### src/sv/stt_pkg.sv
// Shared types and codes for the sparse triplet table.
package stt_pkg;

	typedef enum logic [1:0] {
		OP_INSERT = 2'd0,
		OP_DELETE = 2'd1,
		OP_READ   = 2'd2,
		OP_NONE   = 2'd3
	} opcode_t;

	typedef enum logic [2:0] {
		ST_OK        = 3'd0,
		ST_FULL      = 3'd1,
		ST_RANGE     = 3'd2,
		ST_NOT_FOUND = 3'd3,
		ST_ZERO      = 3'd4
	} status_t;

	// Width and reset of the dimension registers
	localparam int unsigned DIM_W = 11;
	localparam logic [DIM_W-1:0] DIM_RESET = 11'd1024;

	// Register indexes, taken from paddr[2]
	localparam logic REG_ROW_COUNT    = 1'b0;
	localparam logic REG_COLUMN_COUNT = 1'b1;

	localparam int unsigned DATA_W = 32;

	// Update command broadcast to every cell
	typedef struct packed {
		logic ins;  // open a slot at the insert point and shift the tail up
		logic del;  // close the gap at the hit and shift the tail down
		logic ovw;  // overwrite the value of the matching cell
	} cell_cmd_t;

endpackage

### src/sv/stt_cell.sv
// One table cell: holds an entry, compares it with the request and shifts with its neighbours.
module stt_cell #(
	parameter int unsigned IDX_W = 10
) (
	input  logic                         clk,
	input  stt_pkg::cell_cmd_t           cmd,
	input  logic                         live,
	input  logic                         at_end,
	input  logic [IDX_W-1:0]             req_row,
	input  logic [IDX_W-1:0]             req_col,
	input  logic signed [stt_pkg::DATA_W-1:0] req_value,
	input  logic                         prev_tail,
	input  logic [IDX_W-1:0]             prev_row,
	input  logic [IDX_W-1:0]             prev_col,
	input  logic signed [stt_pkg::DATA_W-1:0] prev_value,
	input  logic [IDX_W-1:0]             next_row,
	input  logic [IDX_W-1:0]             next_col,
	input  logic signed [stt_pkg::DATA_W-1:0] next_value,
	output logic                         tail,
	output logic                         eq,
	output logic [IDX_W-1:0]             row,
	output logic [IDX_W-1:0]             col,
	output logic signed [stt_pkg::DATA_W-1:0] value
);
	import stt_pkg::*;

	logic [IDX_W-1:0]        row_q;
	logic [IDX_W-1:0]        col_q;
	logic signed [DATA_W-1:0] value_q;
	logic [2*IDX_W-1:0]      own_key;
	logic [2*IDX_W-1:0]      req_key;
	logic                    gt;
	logic                    ge;

	// Row-major order is plain unsigned order of the concatenated key
	assign own_key = {row_q, col_q};
	assign req_key = {req_row, req_col};
	assign eq      = live && (own_key == req_key);
	assign gt      = live && (own_key > req_key);
	assign ge      = eq || gt;
	// Cell at or beyond the insert point
	assign tail    = gt || at_end;

	assign row   = row_q;
	assign col   = col_q;
	assign value = value_q;

	always_ff @(posedge clk) begin
		if (cmd.ins) begin
			if (prev_tail) begin
				row_q   <= prev_row;
				col_q   <= prev_col;
				value_q <= prev_value;
			end else if (tail) begin
				row_q   <= req_row;
				col_q   <= req_col;
				value_q <= req_value;
			end
		end else if (cmd.del) begin
			if (ge) begin
				row_q   <= next_row;
				col_q   <= next_col;
				value_q <= next_value;
			end
		end else if (cmd.ovw && eq) begin
			value_q <= req_value;
		end
	end

endmodule

### config.mk
export PLATFORM = sky130hd
export DESIGN_NAME = stt_cell
export DESIGN_NICKNAME = d
export VERILOG_FILES = /design/src/sv/stt_pkg.sv /design/src/sv/stt_cell.sv
export SDC_FILE = /design/constraint.sdc
export NUM_CORES = 1
export LEC_CHECK = 0
export ABC_AREA = 1
export ABC_CLOCK_PERIOD_IN_PS = 9870
export BUFFER_PORTS_ARGS = -buffer_cell sky130_fd_sc_hd__buf_4
export CORE_ASPECT_RATIO = 1.2
export CORE_UTILIZATION = 45
export CTS_CLUSTER_DIAMETER = 40
export DETAILED_ROUTE_END_ITERATION = 8
export PLACE_DENSITY = 0.9
export SKIP_LAST_GASP = 1
export SYNTH_ARGS = -nofsm -noshare
export SYNTH_HDL_FRONTEND = slang
export SYNTH_SLANG_ARGS = --single-unit
export TNS_END_PERCENT = 5
### constraint.sdc
create_clock -name clk -period 9.87 [get_ports clk]
set_input_delay 0.4935 -clock clk [delete_from_list [all_inputs] [get_ports clk]]
set_output_delay 0.4935 -clock clk [all_outputs]
set_load 0.05 [all_outputs]
==> results of run 1 <==
power groups by stage:
stage          clock (W)  sequential (W)  combinational, W
4_1_cts         0.000151        0.000285          0.000262
2_1_floorplan          0        0.000375         0.0000684
6_report        0.000150        0.000285          0.000262
3_3_place_gp           0        0.000289          0.000256
5_1_grt         0.000160        0.000287          0.000277
3_5_place_dp           0        0.000290          0.000261
worst paths after layout:
kind                            slack (ns)        to     startpoint  cells after the start
worst max-delay path                  7.10    row[9]         row[1]                     11
worst min-delay path                  0.47  value[2]  next_value[2]                      3
worst max register to register        7.10    row[9]         row[1]                     11
worst min register to register        1.47    col[0]         col[1]                      7
registers in the layout, summed over array words and instances (netlist names):
register	flops
col	10
row	10
value	32
cells in the mapped netlist:
cell,n,area [µm²]
o21ai_1,2,10.01
inv_1,33,123.9
nand3_2,1,10.01
a21oi_1,7,35.03
nand2_2,4,25.02
buf_1,2,7.510
o21ai_0,31,155.2
buf_4,1,7.510
clkbuf_1,13,48.80
a21o_1,1,7.510
nor2_4,3,33.78
clkbuf_2,1,5.000
o211ai_1,19,142.6
nor2_1,8,30.03
nand2_1,86,322.8
inv_2,2,7.510
buf_2,7,35.03
ha_1,20,250.2
nand3_1,87,435.4
edfxtp_1,52,1562
a21boi_0,1,7.510
nor2_2,2,12.51
logic make-up after synthesis:
group,count (synthesis),synth area share (%)
fa+ha+maj,20,7.642
buf+inv,59,7.184
flops,52,47.69
compound gates,61,10.93
simple gates,191,26.56
worst max-delay path: cells and delay by family, from the launching register on:
kind / cells / cell delay, ns
simple gates: 10 / 1.66
flops: 1 / 0.41
fa+ha+maj: 1 / 0.32
per-stage QoR:
step | std cells | hold slack, ns | area, µm² | util, % | total power, W
6_report | 671 | 0.4746 | 5025 | 72.44 | 0.0006971
5_1_grt | 671 | 0.4751 | 5025 | 72.44 | 0.0007245
4_1_cts | 671 | 0.4676 | 5025 | 72.44 | 0.0006983
3_5_place_dp | 663 | 0.7895 | 4913 | 70.83 | 0.0005517
3_3_place_gp | 663 | 0.7831 | 4913 | 70.83 | 0.0005450
2_1_floorplan | 383 | 0.6831 | 3274 | - | 0.0004431
area by class of cell:
| cell class | instances | area, µm² |
|---|---|---|
| repair buffers | 217 | 1629 |
| clock inverters | 2 | 38.79 |
| flip-flops and latches | 52 | 1562 |
| inverters | 35 | 131.4 |
| well taps | 87 | 108.9 |
| fillers | 512 | 1912 |
| clock buffers | 6 | 72.57 |
| multi-input cells | 272 | 1483 |
routing by layer:
| metal | wire length [µm] | track usage (%) | up-vias |
|---|---|---|---|
| li1 | - | - | 1733 |
| met5 | 0 | 0 | - |
| met4 | 280 | 9.375 | 0 |
| met3 | 802 | 4.402 | 26 |
| met2 | 5708 | 50.43 | 203 |
| met1 | 4079 | 31.41 | 1665 |
==> metrics, run 1 <==
f_max 361.3 MHz; initial core utilization 47.20%; syn nets 566; crit-path cells ha_1 > nand2_1 > nor2_1 > nand2_2 > nor2_4 > nand2_1 > nand3_2 > nand2_2 > nand2_1 > nor2_1 > nor2_2; WP data arrival 2.70 ns; fin worst setup slack 7.103 ns; core area 6937 µm²; pre-CTS setup slack 6.926 ns; deepest clock path buffer count 2; IO Pins 217; syn_area_per_cell 8.549 µm²; Routed Antenna Nets 0; Net Sw Frac 35.52%; Slew HR 21.42%; Worst setup EP type flop; # DRC 0; Routed WL 10,870 µm; First-pass DRT Iterations 5; most frequent cells in the layout buf_4 (217), nand3_1 (87), nand2_1 (86), edfxtp_1 (52), inv_1 (33); Most common cell on crit path nand2_1; IO Port Bufs 216; pin count of the biggest net entering global routing 56; Hold/Removal Path Class primary input to flop; nets 766; Root Buffer clkbuf_8; Tcrit/Tclk final 28.04%; worst skew pair latency 0.31 ns; setup total negative slack 0 ns; initial antenna violation count 0; GRT overflow 0; Leak Pwr 2.444 nW; endpoints failing hold 0; GRT Overall Usage 27.17%; Die Wd 79.87 µm; synth-to-layout area growth 53.46%; hold-fix buffers at CTS 0; Mapped Cells 383; Worst VDD drop 0.08274 mV; Logic pwr share 37.6%; post-layout min period 2.767 ns; Cell Area, Synth 3274 µm²; ANT cells 0; Worst Skew 0.008888 ns; unrepaired setup endpoints after global routing false; Max Slew Vio Count 0; clock network power share 21.5%; Synth warnings 0; drt initial violations 220; H-tree depth 2; CP required 9.80 ns; internal power 0.0004495 W; Slowest-stage cell, CP nor2_2; setup bufs post-CTS 0; first-pass GRT wire length 15,810 µm; Switching Power 0.0002476 W; cts repair resizes 0; Clock Sinks 52; Seq pwr share 40.9%; max incr delay on CP 0.85 ns; Final HPWL DP 8095 µm; flops & latches, synth 52; crit path launch type flop; commonest non-fill, non-tap cell in the layout buf_4; share of layout cells above drive strength 1 40.75%; die area 7623 µm²; number of global-route vias before repair 3,458; routability-driven placement congestion ratio 0.8931; TritonCTS clock tree done; average wire per standard cell 16.20 µm; CP Max Fanout 20; status complete, no violations; vias per cell 5.405; clock transition at the registers of the reported paths 0.10 ns; fraction of the yosys area taken by sequential cells 47.69%; Yosys cell types 22; Worst Max-Slew Pin Slew 1.177 ns; max-cap violations 0; via count 3,627; Chip Height 95.45 µm; final setup vio count 0; # rows 33; TritonCTS buffer count 5; Power Density 138.7 nW/µm²; CP Class flop to flop
No activity file was read; power rests on OpenSTA's default activity.
==> run 2: changes to the inputs <==
--- a/config.mk
+++ b/config.mk
@@ -6,13 +6,13 @@
 export NUM_CORES = 1
 export LEC_CHECK = 0
 export ABC_AREA = 1
-export ABC_CLOCK_PERIOD_IN_PS = 9870
+export ABC_CLOCK_PERIOD_IN_PS = 2200
 export BUFFER_PORTS_ARGS = -buffer_cell sky130_fd_sc_hd__buf_4
 export CORE_ASPECT_RATIO = 1.2
-export CORE_UTILIZATION = 45
+export CORE_UTILIZATION = 38
 export CTS_CLUSTER_DIAMETER = 40
 export DETAILED_ROUTE_END_ITERATION = 8
-export PLACE_DENSITY = 0.9
+export PLACE_DENSITY = 0.82
 export SKIP_LAST_GASP = 1
 export SYNTH_ARGS = -nofsm -noshare
 export SYNTH_HDL_FRONTEND = slang
==> constraint.sdc (replaced) <==
create_clock -name clk -period 2.2 [get_ports clk]
set_input_delay 0.11 -clock clk [delete_from_list [all_inputs] [get_ports clk]]
set_output_delay 0.11 -clock clk [all_outputs]
set_load 0.05 [all_outputs]
==> run 2 against run 1 <==
Against the previous run: flip-flop and latch count is the same; power rose to 4.6 times the previous value; clock power rose to 4.3 times the previous value; critical path depth up 2; cell area increased by 7.0%; die area up 18%; register-to-register slack lost 7.1 ns; non-clock buffer count increased by 15; sequential power rose to 4.5 times the previous value; count of clock-buffer cells in the layout down 1; first-iteration DRC count is 29% lower; critical endpoint is now value[18]; largest cell class unchanged; highest routed layer unchanged.
==> metrics, run 2 (synthesis gave the netlist of run 1 again) <==
max reg flops 32; Stages on worst setup path 13; Tcrit/Tclk final 99.57%; TritonCTS buffer count 5; Net Sw Frac 35.15%; Leak Pwr 2.545 nW; routability-driven placement congestion ratio 0.8099; Hold/Removal Path Class primary input to flop; vias per cell 5.136; commonest non-fill, non-tap cell in the layout buf_4; nets 781; deepest clock path buffer count 2; crit path launch type flop; average wire per standard cell 15.80 µm; Final HPWL DP 8693 µm; core area 8243 µm²; Slowest-stage cell, CP edfxtp_1; Worst Skew 0.009286 ns; Seq pwr share 40.0%; internal power 0.002089 W; crit-path cells ha_4 > nand2_4 > nor2_4 > nand2_2 > nor2_4 > nand2_2 > nand3_2 > nand2_2 > nand2_2 > nor2_4 > nor2_4 > buf_12 > clkbuf_16; max-cap violations 0; First-pass DRT Iterations 4; Multi-input gate area 1610 µm²; # DRC 0; Switching Power 0.001132 W; number of global-route vias before repair 3,564; endpoints failing hold 0; TritonCTS clock tree done; final setup vio count 0; hold-fix buffers at CTS 0; worst skew pair latency 0.30 ns; post-layout min period 2.191 ns; Root Buffer clkbuf_8; die area 8994 µm²; max incr delay on CP 0.45 ns; IO Pins 217; synth-to-layout area growth 64.27%; ANT cells 0; worst path bufs/invs 2; status complete, no violations; # rows 36; CP Class flop to flop; via count 3,662; WHS Path Cells 3; GRT overflow 0; WP data arrival 2.21 ns; GRT Overall Usage 24.03%; unrepaired setup endpoints after global routing true; f_max 456.5 MHz; Slew HR 22.50%; Logic pwr share 39.9%; IO Port Bufs 216; pre-CTS setup slack 0.01792 ns; H-tree depth 2; Worst setup EP type flop; Power Density 598.8 nW/µm²; initial core utilization 39.72%; Clock Sinks 52; Die Wd 86.74 µm; FF/Latch Area 1562 µm²; Worst VDD drop 0.3029 mV; fin worst setup slack 0.009373 ns; fill count 710; R2R depth 13; pin count of the biggest net entering global routing 53; clock network power share 20.1%; Max Slew Vio Count 0; initial antenna violation count 0; WHS 0.1003 ns; share of layout cells above drive strength 1 45.58%; CP required 2.22 ns; Routed Antenna Nets 0; CP Max Fanout 8; most frequent cells in the layout buf_4 (226), nand3_1 (85), nand2_1 (78), edfxtp_1 (52), inv_1 (32); Worst Max-Slew Pin Slew 1.161 ns; drt initial violations 156; first-pass GRT wire length 16,640 µm; critical path's top delay family simple AND/OR/NAND/NOR gates; clock transition at the registers of the reported paths 0.10 ns; Chip Height 103.7 µm; Routed WL 11,260 µm
run 2: cell count changes in the layout (fill, tap and decap cells not counted), moves of 2 or more:
| cell | before | now |
|---|---|---|
| buf_4 | 217 | 226 |
| nand2_1 | 86 | 78 |
| nand2_2 | 4 | 11 |
| ha_1 | 20 | 15 |
| ha_4 | 0 | 5 |
| buf_12 | 0 | 3 |
| nor2_1 | 6 | 3 |
| nor2_4 | 3 | 6 |
| clkbuf_16 | 0 | 2 |
| clkinvlp_4 | 0 | 2 |
| nand3_1 | 87 | 85 |
run 2: cell type report:
class	instances	share of cell area (%)
clock buffers	5	1.279
clock inverters	3	0.7909
inverters	35	2.512
multi-input cells	272	29.94
flip-flops and latches	52	29.03
well taps	114	2.652
repair buffers	232	33.80
run 2: path summary, 6_finish.rpt:
kind | to | from | slack [ns]
worst min register to register | col[0] | row[8] | 1.39
worst min-delay path | col[7] | next_col[7] | 0.10
worst max register to register | value[18] | row[7] | 0.009
worst max-delay path | value[18] | row[7] | 0.009
run 2: through the flow:
stage	util, %	setup TNS (ns)	power (W)	area, µm²	cells
floorplan	-	-26.93	0.001994	3311	383
finish	65.26	0	0.003221	5379	713
detailed placement	61.16	0	0.002509	5041	695
global route	65.26	-5.478	0.003370	5379	713
global placement	61.16	0	0.002486	5041	695
CTS	62.51	-0.2113	0.003155	5152	703
run 2: power groups by stage:
stage / logic (W) / registers, W / clock network, W
6_report: 0.00129 / 0.00129 / 0.000648
5_1_grt: 0.00137 / 0.00130 / 0.000705
4_1_cts: 0.00121 / 0.00129 / 0.000663
3_5_place_dp: 0.00120 / 0.00131 / 0
3_3_place_gp: 0.00119 / 0.00130 / 0
2_1_floorplan: 0.000315 / 0.00168 / 0
run 2: metal layers:
metal | part of all wire (%) | track usage, % | vias up
met5 | 0 | 0 | -
met4 | 1.7 | 6.071 | 0
met3 | 9.1 | 7.809 | 18
met2 | 54 | 46.54 | 179
met1 | 36 | 23.87 | 1700
li1 | - | - | 1765
run 2: timing repair:
action                                  4_1_cts  5_1_grt
resized for setup                             0       18
endpoints found under the setup margin       32       52
hold endpoints to repair                      0        0
gates cloned                                  0        3
setup buffers                                 0        7
pin swaps                                     0       15
run 2: worst register-to-register path, delay by kind of cell (launching register included):
kind | cells | cell delay [ns]
simple gates | 10 | 0.88
fa+ha+maj | 1 | 0.31
buf+inv | 2 | 0.28
flops | 1 | 0.45
